### src/rtl/core/ubn_pkg.sv
// ----------------------------------------------------------------------------
// ubn_pkg
// Shared types and constants of the unit box normalizer.
// ----------------------------------------------------------------------------
package ubn_pkg;

  localparam int unsigned SCALE_BITS = 25;
  localparam int unsigned STEP_BITS  = $clog2(SCALE_BITS);
  localparam int unsigned NUM_AXES   = 3;
  localparam int unsigned AXIS_BITS  = $clog2(NUM_AXES);
  localparam int unsigned ACT_BITS   = 2;

  typedef enum logic [ACT_BITS-1:0] {
    ACT_CLEAR   = 2'd0,
    ACT_MEASURE = 2'd1,
    ACT_SCALE   = 2'd2
  } action_e;

  typedef struct packed {
    logic clear;
    logic measure;
  } box_ctl_t;

  typedef struct packed {
    logic busy;
    logic done;
  } div_stat_t;

endpackage

### src/rtl/core/ubn_in_if.sv
// ----------------------------------------------------------------------------
// ubn_in_if
// Input channel: action code and one vertex per transfer.
// ----------------------------------------------------------------------------
interface ubn_in_if import ubn_pkg::*; #(
  parameter int unsigned COORD_BITS = 32
) ();
  logic                  valid;
  logic                  ready;
  logic [ACT_BITS-1:0]   action;
  logic [COORD_BITS-1:0] coord_x;
  logic [COORD_BITS-1:0] coord_y;
  logic [COORD_BITS-1:0] coord_z;

  modport source (output valid, action, coord_x, coord_y, coord_z, input ready);
  modport sink   (input valid, action, coord_x, coord_y, coord_z, output ready);
endinterface

### src/rtl/core/ubn_out_if.sv
// ----------------------------------------------------------------------------
// ubn_out_if
// Output channel: normalized vertex and status per transfer.
// ----------------------------------------------------------------------------
interface ubn_out_if import ubn_pkg::*; ();
  logic                  valid;
  logic                  ready;
  logic [SCALE_BITS-1:0] norm_x;
  logic [SCALE_BITS-1:0] norm_y;
  logic [SCALE_BITS-1:0] norm_z;
  logic                  status;

  modport source (output valid, norm_x, norm_y, norm_z, status, input ready);
  modport sink   (input valid, norm_x, norm_y, norm_z, status, output ready);
endinterface

### src/rtl/core/ubn_box.sv
// ----------------------------------------------------------------------------
// ubn_box
// Running per-axis bounding box with extent lanes.
// ----------------------------------------------------------------------------
module ubn_box import ubn_pkg::*; #(
  parameter int unsigned COORD_BITS = 32
) (
  input  logic                         clk_i,
  input  logic                         rst_ni,
  input  box_ctl_t                     ctl_i,
  input  logic signed [COORD_BITS-1:0] coord_i [NUM_AXES],
  output logic signed [COORD_BITS-1:0] min_o   [NUM_AXES],
  output logic [COORD_BITS-1:0]        ext_o   [NUM_AXES],
  output logic                         seen_o
);

  localparam logic signed [COORD_BITS-1:0] MostPos = {1'b0, {(COORD_BITS-1){1'b1}}};
  localparam logic signed [COORD_BITS-1:0] MostNeg = {1'b1, {(COORD_BITS-1){1'b0}}};

  logic signed [COORD_BITS-1:0] min_q [NUM_AXES];
  logic signed [COORD_BITS-1:0] max_q [NUM_AXES];
  logic                         seen_q;

  always_ff @(posedge clk_i or negedge rst_ni) begin
    if (!rst_ni) begin
      for (int a = 0; a < NUM_AXES; a++) begin
        min_q[a] <= MostPos;
        max_q[a] <= MostNeg;
      end
      seen_q <= 1'b0;
    end else if (ctl_i.clear) begin
      for (int a = 0; a < NUM_AXES; a++) begin
        min_q[a] <= MostPos;
        max_q[a] <= MostNeg;
      end
      seen_q <= 1'b0;
    end else if (ctl_i.measure) begin
      for (int a = 0; a < NUM_AXES; a++) begin
        if (coord_i[a] < min_q[a]) min_q[a] <= coord_i[a];
        if (coord_i[a] > max_q[a]) max_q[a] <= coord_i[a];
      end
      seen_q <= 1'b1;
    end
  end

  logic signed [COORD_BITS:0] span [NUM_AXES];

  always_comb begin
    for (int a = 0; a < NUM_AXES; a++) begin
      span[a]  = {max_q[a][COORD_BITS-1], max_q[a]} - {min_q[a][COORD_BITS-1], min_q[a]};
      ext_o[a] = (max_q[a] > min_q[a]) ? span[a][COORD_BITS-1:0] : '0;
      min_o[a] = min_q[a];
    end
  end

  assign seen_o = seen_q;

endmodule

### src/rtl/core/ubn_div.sv
// ----------------------------------------------------------------------------
// ubn_div
// Radix-2 scaled divider: floor(d * s / dm), one bit of s per cycle.
// ----------------------------------------------------------------------------
module ubn_div import ubn_pkg::*; #(
  parameter int unsigned COORD_BITS = 32
) (
  input  logic                  clk_i,
  input  logic                  rst_ni,
  input  logic                  start_i,
  input  logic [COORD_BITS-1:0] d_i,
  input  logic [COORD_BITS-1:0] dm_i,
  input  logic [SCALE_BITS-1:0] s_i,
  output div_stat_t             stat_o,
  output logic [SCALE_BITS-1:0] q_o
);

  logic [COORD_BITS-1:0] d_q, dm_q, r_q, r_d;
  logic [SCALE_BITS-1:0] s_q, q_q, q_d;
  logic [STEP_BITS-1:0]  cnt_q;
  logic                  busy_q, done_q;

  logic [COORD_BITS:0]   r1, r1s, r2, r2s;
  logic                  c1, c2;

  always_comb begin
    r1  = {r_q, 1'b0};
    c1  = r1 >= {1'b0, dm_q};
    r1s = c1 ? r1 - {1'b0, dm_q} : r1;
    r2  = s_q[cnt_q] ? r1s + {1'b0, d_q} : r1s;
    c2  = r2 >= {1'b0, dm_q};
    r2s = c2 ? r2 - {1'b0, dm_q} : r2;
    r_d = r2s[COORD_BITS-1:0];
    q_d = {q_q[SCALE_BITS-2:0], 1'b0} + SCALE_BITS'(c1) + SCALE_BITS'(c2);
  end

  always_ff @(posedge clk_i or negedge rst_ni) begin
    if (!rst_ni) begin
      busy_q <= 1'b0;
      done_q <= 1'b0;
      cnt_q  <= '0;
    end else begin
      done_q <= 1'b0;
      if (start_i) begin
        busy_q <= 1'b1;
        cnt_q  <= STEP_BITS'(SCALE_BITS - 1);
      end else if (busy_q) begin
        if (cnt_q == '0) begin
          busy_q <= 1'b0;
          done_q <= 1'b1;
        end else begin
          cnt_q <= cnt_q - 1'b1;
        end
      end
    end
  end

  always_ff @(posedge clk_i) begin
    if (start_i) begin
      d_q  <= d_i;
      dm_q <= dm_i;
      s_q  <= s_i;
      r_q  <= '0;
      q_q  <= '0;
    end else if (busy_q) begin
      r_q <= r_d;
      q_q <= q_d;
    end
  end

  assign stat_o.busy = busy_q;
  assign stat_o.done = done_q;
  assign q_o         = q_q;

endmodule

### src/rtl/core/unit_box_normalize.sv
// ----------------------------------------------------------------------------
// unit_box_normalize
// Two-pass normalization of a vertex stream into a cube of edge target_scale.
// ----------------------------------------------------------------------------
// Usage: the host sends a clear item, then every vertex as a measure item,
// then every vertex again as a scale item. Items arrive on in_i, results
// leave on out_o as valid/ready transfers; only scale items give a result.
// A scale item runs the three axes one after another through a single
// radix-2 divider, 25 steps each plus load and unload. An empty box or an
// all-zero extent skips the divider. The divider sets the throughput. The
// result sits in an output register, so the next item is taken while a
// result still waits; if the receiver stalls, the following scale item
// holds at its last step until the register frees. cfg_we_i writes
// target_scale (unsigned Q9.16); the user must write it only while the
// block is idle, which the block itself does not enforce. Reset empties
// the box and sets target_scale to 1.0; no clearing pass is needed.
// ----------------------------------------------------------------------------
module unit_box_normalize import ubn_pkg::*; #(
  parameter int unsigned COORD_BITS    = 32,
  parameter int unsigned FRACTION_BITS = 16
) (
  input  logic                  clk_i,
  input  logic                  rst_ni,
  input  logic                  cfg_we_i,
  input  logic [SCALE_BITS-1:0] cfg_wdata_i,
  ubn_in_if.sink                in_i,
  ubn_out_if.source             out_o
);

  localparam logic [SCALE_BITS-1:0] ScaleReset = SCALE_BITS'(1) << FRACTION_BITS;
  localparam logic [AXIS_BITS-1:0]  LastAxis   = AXIS_BITS'(NUM_AXES - 1);

  typedef enum logic [5:0] {
    S_IDLE = 6'b000001,
    S_EXT  = 6'b000010,
    S_MAX  = 6'b000100,
    S_DIFF = 6'b001000,
    S_DIV  = 6'b010000,
    S_FIN  = 6'b100000
  } state_e;

  state_e state_q, state_d;

  logic [SCALE_BITS-1:0]        scale_q;
  logic signed [COORD_BITS-1:0] coord_q  [NUM_AXES];
  logic signed [COORD_BITS-1:0] coord_in [NUM_AXES];
  logic signed [COORD_BITS-1:0] box_min  [NUM_AXES];
  logic [COORD_BITS-1:0]        box_ext  [NUM_AXES];
  logic [COORD_BITS-1:0]        ext_q    [NUM_AXES];
  logic                         box_seen;
  logic [COORD_BITS-1:0]        dm_q, dm_d;
  logic [AXIS_BITS-1:0]         ax_q;
  logic [SCALE_BITS-1:0]        norm_q   [NUM_AXES];
  logic                         stat_q;

  logic [SCALE_BITS-1:0]        out_norm_q [NUM_AXES];
  logic                         out_stat_q, out_valid_q;

  box_ctl_t                     box_ctl;
  div_stat_t                    div_stat;
  logic                         div_start;
  logic [COORD_BITS-1:0]        div_d;
  logic [SCALE_BITS-1:0]        div_q;
  logic signed [COORD_BITS:0]   diff;
  logic                         in_xfer, out_free;

  assign in_i.ready = (state_q == S_IDLE);
  assign in_xfer    = in_i.valid && in_i.ready;
  assign out_free   = !out_valid_q || out_o.ready;

  assign coord_in[0] = in_i.coord_x;
  assign coord_in[1] = in_i.coord_y;
  assign coord_in[2] = in_i.coord_z;

  always_comb begin
    box_ctl.clear   = 1'b0;
    box_ctl.measure = 1'b0;
    if (in_xfer) begin
      unique case (action_e'(in_i.action))
        ACT_CLEAR:   box_ctl.clear   = 1'b1;
        ACT_MEASURE: box_ctl.measure = 1'b1;
        default: ;
      endcase
    end
  end

  ubn_box #(.COORD_BITS(COORD_BITS)) u_box (
    .clk_i   (clk_i),
    .rst_ni  (rst_ni),
    .ctl_i   (box_ctl),
    .coord_i (coord_in),
    .min_o   (box_min),
    .ext_o   (box_ext),
    .seen_o  (box_seen)
  );

  // p - min clamped to [0, dm]
  always_comb begin
    diff  = {coord_q[ax_q][COORD_BITS-1], coord_q[ax_q]}
          - {box_min[ax_q][COORD_BITS-1], box_min[ax_q]};
    div_d = (coord_q[ax_q] > box_min[ax_q]) ? diff[COORD_BITS-1:0] : '0;
    if (div_d > dm_q) div_d = dm_q;
  end

  assign div_start = (state_q == S_DIFF);

  ubn_div #(.COORD_BITS(COORD_BITS)) u_div (
    .clk_i   (clk_i),
    .rst_ni  (rst_ni),
    .start_i (div_start),
    .d_i     (div_d),
    .dm_i    (dm_q),
    .s_i     (scale_q),
    .stat_o  (div_stat),
    .q_o     (div_q)
  );

  always_comb begin
    dm_d = ext_q[0];
    if (ext_q[1] > dm_d) dm_d = ext_q[1];
    if (ext_q[2] > dm_d) dm_d = ext_q[2];
  end

  always_comb begin
    state_d = state_q;
    unique case (state_q)
      S_IDLE: if (in_xfer && action_e'(in_i.action) == ACT_SCALE) state_d = S_EXT;
      S_EXT:  state_d = S_MAX;
      S_MAX:  state_d = (!box_seen || dm_d == '0) ? S_FIN : S_DIFF;
      S_DIFF: state_d = S_DIV;
      S_DIV: begin
        if (div_stat.done) state_d = (ax_q == LastAxis) ? S_FIN : S_DIFF;
      end
      S_FIN:  if (out_free) state_d = S_IDLE;
      default: state_d = S_IDLE;
    endcase
  end

  always_ff @(posedge clk_i or negedge rst_ni) begin
    if (!rst_ni) begin
      state_q     <= S_IDLE;
      scale_q     <= ScaleReset;
      out_valid_q <= 1'b0;
      ax_q        <= '0;
    end else begin
      state_q <= state_d;
      if (cfg_we_i) scale_q <= cfg_wdata_i;
      if (state_q == S_FIN && out_free) begin
        out_valid_q <= 1'b1;
      end else if (out_o.ready) begin
        out_valid_q <= 1'b0;
      end
      if (state_q == S_MAX) begin
        ax_q <= '0;
      end else if (state_q == S_DIV && div_stat.done && ax_q != LastAxis) begin
        ax_q <= ax_q + 1'b1;
      end
    end
  end

  always_ff @(posedge clk_i) begin
    if (in_xfer) begin
      for (int a = 0; a < NUM_AXES; a++) coord_q[a] <= coord_in[a];
    end
    if (state_q == S_EXT) begin
      for (int a = 0; a < NUM_AXES; a++) ext_q[a] <= box_ext[a];
    end
    if (state_q == S_MAX) begin
      dm_q   <= dm_d;
      stat_q <= !box_seen || dm_d == '0;
      for (int a = 0; a < NUM_AXES; a++) norm_q[a] <= '0;
    end
    if (state_q == S_DIV && div_stat.done) norm_q[ax_q] <= div_q;
    if (state_q == S_FIN && out_free) begin
      for (int a = 0; a < NUM_AXES; a++) out_norm_q[a] <= norm_q[a];
      out_stat_q <= stat_q;
    end
  end

  assign out_o.valid  = out_valid_q;
  assign out_o.norm_x = out_norm_q[0];
  assign out_o.norm_y = out_norm_q[1];
  assign out_o.norm_z = out_norm_q[2];
  assign out_o.status = out_stat_q;

  a_done_in_div: assert property (@(posedge clk_i) disable iff (!rst_ni)
    div_stat.done |-> state_q == S_DIV)
    else $error("divider finished outside of divide state");

  a_axis_range: assert property (@(posedge clk_i) disable iff (!rst_ni)
    ax_q <= LastAxis)
    else $error("axis index out of range");

  a_degen_zero: assert property (@(posedge clk_i) disable iff (!rst_ni)
    out_valid_q && out_stat_q |->
      out_norm_q[0] == '0 && out_norm_q[1] == '0 && out_norm_q[2] == '0)
    else $error("degenerate result with nonzero coordinates");

  a_norm_bound: assert property (@(posedge clk_i) disable iff (!rst_ni)
    out_valid_q && !out_stat_q |->
      out_norm_q[0] <= scale_q && out_norm_q[1] <= scale_q && out_norm_q[2] <= scale_q)
    else $error("normalized coordinate above target scale");

  a_start_idle_div: assert property (@(posedge clk_i) disable iff (!rst_ni)
    div_start |-> !div_stat.busy)
    else $error("divider restarted while busy");

endmodule
### src/flat_wrapper.sv
// flat-port wrapper written by rule: the top's interface ports become plain ports
module unit_box_normalize_flat import ubn_pkg::*;
#(
  parameter int unsigned COORD_BITS    = 32,
  parameter int unsigned FRACTION_BITS = 16
)
  (clk_i, rst_ni, cfg_we_i, cfg_wdata_i, in_i_valid, in_i_action, in_i_coord_x, in_i_coord_y, in_i_coord_z, in_i_ready, out_o_valid, out_o_norm_x, out_o_norm_y, out_o_norm_z, out_o_status, out_o_ready);
  ubn_in_if #(.COORD_BITS(COORD_BITS)) in_i_i ();
  ubn_out_if out_o_i ();
  input  logic clk_i;
  input  logic rst_ni;
  input  logic cfg_we_i;
  input  logic [SCALE_BITS-1:0] cfg_wdata_i;
  input wire logic [$bits(in_i_i.valid)-1:0] in_i_valid;
  input wire logic [$bits(in_i_i.action)-1:0] in_i_action;
  input wire logic [$bits(in_i_i.coord_x)-1:0] in_i_coord_x;
  input wire logic [$bits(in_i_i.coord_y)-1:0] in_i_coord_y;
  input wire logic [$bits(in_i_i.coord_z)-1:0] in_i_coord_z;
  output wire logic [$bits(in_i_i.ready)-1:0] in_i_ready;
  output wire logic [$bits(out_o_i.valid)-1:0] out_o_valid;
  output wire logic [$bits(out_o_i.norm_x)-1:0] out_o_norm_x;
  output wire logic [$bits(out_o_i.norm_y)-1:0] out_o_norm_y;
  output wire logic [$bits(out_o_i.norm_z)-1:0] out_o_norm_z;
  output wire logic [$bits(out_o_i.status)-1:0] out_o_status;
  input wire logic [$bits(out_o_i.ready)-1:0] out_o_ready;
  assign in_i_i.valid = in_i_valid;
  assign in_i_i.action = in_i_action;
  assign in_i_i.coord_x = in_i_coord_x;
  assign in_i_i.coord_y = in_i_coord_y;
  assign in_i_i.coord_z = in_i_coord_z;
  assign in_i_ready = in_i_i.ready;
  assign out_o_valid = out_o_i.valid;
  assign out_o_norm_x = out_o_i.norm_x;
  assign out_o_norm_y = out_o_i.norm_y;
  assign out_o_norm_z = out_o_i.norm_z;
  assign out_o_status = out_o_i.status;
  assign out_o_i.ready = out_o_ready;
  unit_box_normalize #(.COORD_BITS(COORD_BITS), .FRACTION_BITS(FRACTION_BITS)) u_core (.clk_i(clk_i), .rst_ni(rst_ni), .cfg_we_i(cfg_we_i), .cfg_wdata_i(cfg_wdata_i), .in_i(in_i_i), .out_o(out_o_i));
endmodule
### config.mk
export PLATFORM = sky130hd
export DESIGN_NAME = unit_box_normalize_flat
export DESIGN_NICKNAME = d
export VERILOG_FILES = /design/src/rtl/core/ubn_pkg.sv /design/src/rtl/core/ubn_in_if.sv /design/src/rtl/core/ubn_out_if.sv /design/src/rtl/core/ubn_box.sv /design/src/rtl/core/ubn_div.sv /design/src/rtl/core/unit_box_normalize.sv /design/src/flat_wrapper.sv
export SDC_FILE = /design/constraint.sdc
export NUM_CORES = 2
export LEC_CHECK = 0
export BUFFER_PORTS_ARGS = -buffer_cell sky130_fd_sc_hd__buf_2
export CORE_AREA = 2 2 308 310
export CTS_CLUSTER_SIZE = 14
export DETAILED_ROUTE_END_ITERATION = 6
export DIE_AREA = 0 0 310 312
export PLACE_DENSITY = 0.82
export REMOVE_ABC_BUFFERS = 1
export SYNTH_ARGS = -nofsm -noshare
export SYNTH_HDL_FRONTEND = slang
export SYNTH_HIERARCHICAL = 1
export SYNTH_SLANG_ARGS = --single-unit
### constraint.sdc
create_clock -name clk_i -period 7.86 [get_ports clk_i]
set_input_delay 1.965 -clock clk_i [delete_from_list [all_inputs] [get_ports clk_i]]
set_output_delay 1.965 -clock clk_i [all_outputs]
set_load 0.03 [all_outputs]
# Yosys cells after proc, flatten, opt, wreduce, memory -nomap -nowiden
# Memories as Yosys holds them, arrays and structs flattened.
# Cells that the tools add are included.
[totals] reg_bits=414 ramBits=342 in_bits=128 output_inout_bits=78 wordCells=162 mem_count=4
[mem_list] memory="u_core.coord_q" depth=3 word_bits=32 read_ports=1 rd_clocked_by_memory_dff=0 wr=3 line="unit_box_normalize.sv:45" source="logic signed [COORD_BITS-1:0] coord_q [NUM_AXES];"
[mem_list] memory="u_core.ext_q" depth=3 word_bits=32 read_ports=3 rd_clocked_by_memory_dff=0 wr=3 line="unit_box_normalize.sv:49" source="logic [COORD_BITS-1:0] ext_q [NUM_AXES];"
[mem_list] memory="u_core.norm_q" depth=3 word_bits=25 read_ports=3 rd_clocked_by_memory_dff=0 wr=3 line="unit_box_normalize.sv:53" source="logic [SCALE_BITS-1:0] norm_q [NUM_AXES];"
[mem_list] memory="u_core.out_norm_q" depth=3 word_bits=25 read_ports=3 rd_clocked_by_memory_dff=0 wr=3 line="unit_box_normalize.sv:56" source="logic [SCALE_BITS-1:0] out_norm_q [NUM_AXES];"
[op_classes] add_sub_neg=11 n_lt_le_gt_ge=17 eq_ne=14 muxes=62 bitwise_logic=1 n_reduce_logical=31
[ops] operator="32-bit 2-to-1 mux" n=16
[ops] operator="96-bit 2-to-1 mux" n=4
[ops] operator="32-bit > comparator" n=10
[ops] operator="32-bit subtractor" n=5
[ops] operator="32-bit < comparator" n=3
[ops] operator="33-bit by 32-bit >= comparator with 1-bit output" n=2
[ops] operator="33-bit 2-to-1 mux" n=2
[ops] operator="32-bit binary-select mux with 2-bit select" n=1
[ops] operator="25-bit by 1-bit adder with 25-bit output" n=2
[ops] operator="6-bit one-hot mux with 6 select lines" n=1
[ops] operator="33-bit by 32-bit adder with 33-bit output" n=1
[ops] operator="33-bit by 32-bit subtractor with 33-bit output" n=1
[ops] operator="32-bit logical NOT" n=1
[ops] operator="6-bit 2-to-1 mux" n=5
[ops] operator="25-bit 2-to-1 mux" n=1
[ops] operator="25-bit OR reduction" n=1
[ops] operator="1-bit 2-to-1 mux" n=24
[ops] operator="2-bit nonzero test" n=10
[ops] operator="5-bit 2-to-1 mux" n=3
[ops] operator="2-bit AND reduction" n=7
[ops] operator="2-bit 2-to-1 mux" n=4
[ops] operator="6-bit by 1-bit == test with 1-bit output (second input constant)" n=1
[ops] operator="6-bit by 2-bit == test with 1-bit output (second input constant)" n=1
[ops] operator="6-bit by 3-bit == test with 1-bit output (second input constant)" n=1
[ops] operator="other kinds (19)" n=29

# Longest topological paths before layout
# An unclocked memory read counts as a cell.
[depth] word_depth=9 depth_mapped=44 depth_no_buf=39

# Cells and area by module
# The synthesis kept the hierarchy.
[modules_own_cells] mod="unit_box_normalize" instances=1 cells_each=1493 area_each_um2=19791.5 seq_area_each_um2=12144.1
[modules_own_cells] mod="ubn_box" instances=1 cells_each=2286 area_each_um2=18992.0 seq_area_each_um2=4949.7
[modules_own_cells] mod="ubn_div" instances=1 cells_each=1418 area_each_um2=12270.5 seq_area_each_um2=3988.8

# Worst setup path before layout
# OpenSTA, ideal clock, no wires.
[synth_timing] kind="register -> register" startpoint="register u_core.state_q[2]" endpoint="memory u_core.ext_q[0][0] (enable)" setup_time_ns=0.691 arrival_time_ns=8.031 required_time_ns=7.169 slack_ns=-0.862 path_stages_with_launch=3 n_path_buf=0 period_less_slack_ns=8.722 cell_sequence="dfrtp_1 -> or4_1 -> nor3b_1"
[synth_rtl] element="start: declaration" line="unit_box_normalize.sv:42" source="state_e state_q, state_d;"
[synth_rtl] element="start signal: assignment" line="unit_box_normalize.sv:146" source="state_q <= state_d;"
[synth_rtl] element="end: declaration" line="unit_box_normalize.sv:49"

# Worst setup path in the final report
[layout_timing] startpoint="register u_core.u_div.dm_q[4]" endpoint="register u_core.u_div.q_q[20] (netlist: u_core/u_div/q_o[20])"
[layout_between] elab_chain_cells=6 word_cells_on_any_way=8 cone_classes="4 x add/sub; 2 x order compare; 2 x mux"
[layout_lines] element="start: declaration" line="ubn_div.sv:18" source="logic [COORD_BITS-1:0] d_q, dm_q, r_q, r_d;"
[layout_lines] element="start signal: assignment" line="ubn_div.sv:61" source="dm_q <= dm_i;"
[layout_lines] element="33-bit by 32-bit subtractor with 33-bit output or 33-bit by 32-bit >= comparator with 1-bit output (tied branches)" line="ubn_div.sv:29, ubn_div.sv:28"
[layout_lines] element="33-bit 2-to-1 mux" line="ubn_div.sv:29" source="r1s = c1 ? r1 - {1'b0, dm_q} : r1;"
[layout_lines] element="33-bit by 32-bit adder with 33-bit output" line="ubn_div.sv:30" source="r2 = s_q[cnt_q] ? r1s + {1'b0, d_q} : r1s;"
[layout_lines] element="33-bit 2-to-1 mux" line="ubn_div.sv:30"
[layout_lines] element="33-bit by 32-bit >= comparator with 1-bit output" line="ubn_div.sv:31" source="c2 = r2 >= {1'b0, dm_q};"
[layout_lines] element="25-bit by 1-bit adder with 25-bit output *" line="ubn_div.sv:34" source="q_d = {q_q[SCALE_BITS-2:0], 1'b0} + SCALE_BITS'(c1) + SCALE_BITS'(c2);"
[layout_lines] element="end signal: assignment" line="ubn_div.sv:67" source="q_q <= q_d;"
[layout_lines] element="end: declaration" line="ubn_div.sv:19" source="logic [SCALE_BITS-1:0] s_q, q_q, q_d;"
# Mark *: on every way between the ends. The rest lies on a longest branch, timed or not.
# A chain may end at the register's enable or synchronous reset.

==> impl_results.md <==
- Vias: 42648
- Number of nets in the layout: approximately 6200
- Inserted Clock Buffers: 84
- Final critical delay including setup and external delays: 7680 ps
- Drt initial violations: around 4100
- Average wire per cell in the routed design: roughly 22 µm
- Placement Cell Area: 54700 µm²
- Share of total power consumed by net switching: 0.380
- Area taken by flip-flops and latches: roughly 21000 µm²
- Share of the clock period used by the worst path after layout: 0.978
- Area Growth Syn to Fin: 14.0%
- Worst-skew pair later-pin latency: 690 ps
- Largest stage delay on the critical path: 390 ps
- Finished Cell Area: slightly below 60000 µm²
- Worst Slack Setup Final: 176 ps
- Maximum level of the CTS H-tree: 3
- Worst Path Arrival: just over 8000 ps
- Number of standard cells after synthesis: 5196
- R2R Path Start: u_core/u_div/dm_q[4]
- Placement Setup Slack: -240 ps
- Number of cells traversed by the worst register-to-register path: 42
- Run status: completed
- Clock skew after layout: between 60 and 70 ps
- Share of total power in combinational logic: 0.399
- Type of element capturing the critical path: flop
- Number of global-route vias before repair: 41797
- Min-Delay Endpoint: u_core/out_norm_q[0][46]
- Worst-path cell with the longest stage delay: fa_2
- Share of cells above drive strength 1: 0.162
- Leakage power figure: around 27 nW
- Clock Path Buffers: 3
- Total Power Consumption: 0.0158 W
- Category of the worst setup path launch point: flop
- Cell area after synthesis: about 51000 µm²
- Area of the core: a little over 90000 µm²
- Total number of yosys warnings: 6
- GRT Util Overall: 0.306
- First-pass detailed-route iteration total: 6
- Number of slew-limit violations in the final report: 0
- Largest net degree at the start of global routing: between 150 and 200
- Global placement routability congestion: 1.00
- Number of antenna violations at the first check in global routing: 4
- Clock sinks: 756
- Final HPWL from detailed placement: roughly 110000 µm
- Area occupied by multi-input gates: between 20000 and 30000 µm²
- Total Routed Length: roughly 150000 µm
- Power density normalized to cell area: roughly 270 nW/µm²
- Number of fill cells in the layout: 7338
- Endpoints failing setup: 0
- Die span in y: between 300 and 400 µm
- Clock Root Buffer: clkbuf_16
- Global route overflow: 0
- Power share of the sequential group: 0.342
- Final number of hold-violating endpoints: 0
- Internal Dissipation: 0.00979 W
- Peak supply drop: around 220 µV
- Class of the tightest hold or removal check: reg2reg
- Setup slack of the worst register-to-register path: approximately 180 ps
- Switching power summed over all nets: approximately 0.0060 W
- Number of vias per cell after detailed routing: between 6 and 7
- Cell with the most instances on the worst path: ha_4
- Floorplan row count: 112
- Largest fanout of any net on the critical path: 6
- Number of max-capacitance violations reported: 0
- TritonCTS clock tree: yes
- Die outline area: approximately 97000 µm²
- Required time worst endpoint: ~8400 ps
- First-pass GRT wire length: 232000 µm
- Launch instance of the worst min-delay path: u_core/norm_q[1][21]
- Ports: between 200 and 250
- Number of design rule violations left after detail routing: 0
- Port bufs: between 200 and 250
- Average footprint of a synthesized cell: around 9.8 µm²
- Max_slew headroom: 0.209
- Number of buffers added to fix hold violations after cts: 0
- Register clock-pin slew on the reported worst setup and hold paths: 60 ps
- Highest clock frequency the design can meet: between 100 and 150 MHz
- Post-detailed-route count of antenna-violating nets: 0
- Worst reg2reg path endpoint: u_core/u_div/q_o[20]
- Chip width: roughly 310 µm
- Hold Path Stages: 0
- Critical path type: reg2reg
- Setup Total Neg Slack: 0 ps
- Actual slew at the worst max-slew pin: 1190 ps
- Clock network fraction of design power: 0.259
- Starting utilization of the core area: 0.549
[state kept, by name (all words and copies together), names as in the netlist, 6 cells and up]
| signal | flops |
|---|---|
| u_core/u_div/d_q | 32 |
| u_core/u_box/max_q | 96 |
| u_core/dm_q | 32 |
| u_core/norm_q | 75 |
| u_core/u_div/s_q | 25 |
| u_core/coord_q | 96 |
| u_core/u_box/min_o | 96 |
| u_core/out_norm_q | 75 |
| u_core/ext_q | 96 |
| u_core/u_div/r_q | 32 |
| u_core/u_div/dm_q | 32 |
| u_core/u_div/q_o | 25 |
| u_core/scale_q | 25 |
| u_core/state_q | 6 |
[final cells by class]
cell class / count / area share
repair buffers: 487 / 0.0557
clock buffers: 106 / 0.0386
multi-input cells: 3808 / 0.478
inverters: 415 / 0.0269
well taps: 1254 / 0.0270
clock inverters: 52 / 0.0110
diodes: 1 / 0.0000430
flip-flops and latches: 756 / 0.362
[how the worst max path moves through the flow]
stage | slack (ps) | to | depth (start not counted) | startpoint
after floorplan | -15460 | u_core/u_box/min_o[0] | 4 | in_i_action[1]
after detailed placement | -240 | u_core/u_div/q_o[20] | 39 | u_core/u_div/dm_q[4]
after CTS | 10 | u_core/u_div/q_o[24] | 42 | u_core/u_div/dm_q[1]
final | 180 | u_core/u_div/q_o[20] | 42 | u_core/u_div/dm_q[4]
after global placement | -110 | u_core/u_div/q_o[24] | 40 | u_core/u_div/dm_q[1]
after global routing | -100 | u_core/u_div/q_o[24] | 42 | u_core/u_div/dm_q[4]
[critical path: cells and delay by family (launching register included)]
kind                     cells  cell delay, ps
adder cells (fa/ha/maj)      6            1480
AND/OR/NAND/NOR             12            1530
XOR/XNOR                     2             370
flip-flops                   1             380
AO/OA/AOI/OAI               16            2950
buffers and inverters        6             780
[timing repair]
| item | 4_1_cts | 5_1_grt |
|---|---|---|
| gates resized for setup | 15 | 62 |
| pin swaps | 12 | 47 |
| hold endpoints to repair | 0 | 0 |
| cloned | 0 | 0 |
| setup buffers | 6 | 19 |
| endpoints found under the setup margin | 20 | 38 |
[power groups by stage]
stage                     sequential, W  combinational, W  clock (W)
after CTS                       0.00538           0.00612    0.00414
after global routing            0.00544           0.00684    0.00428
final                           0.00540           0.00629    0.00409
after global placement          0.00543           0.00583          0
after floorplan                 0.00532           0.00433          0
after detailed placement        0.00546           0.00604          0
[through the flow]
stage               cells  hold slack, ps   util
detailed placement   6695             405  0.588
global route         6878             418  0.625
floorplan            4979             400      -
global placement     6695             401  0.588
CTS                  6859             414  0.620
finish               6879             416  0.625
[routing by layer]
metal	up-vias	track usage	routed length, µm	share of wire
met5	-	0	15	0.000099
met4	2	0.159	8280	0.055
met3	404	0.0427	12000	0.079
met2	2036	0.506	72100	0.48
met1	20480	0.390	59100	0.39
li1	19726	-	-	-
[placed cells by master, fill, tap and decap left out, types with 86 or more instances in the layout]
master	count
nor2_1	550
ha_1	502
edfxtp_1	465
inv_1	406
a21oi_1	305
mux2i_1	292
buf_4	272
nand2_1	263
buf_2	204
o21ai_0	190
a21o_1	181
dfrtp_1	133
nand4_1	132
nor3_1	127
xnor2_1	112
nand3_1	107
dfstp_2	98
and2_1	93
clkbuf_16	86
Note: power is estimated with default switching activity, not from simulation.
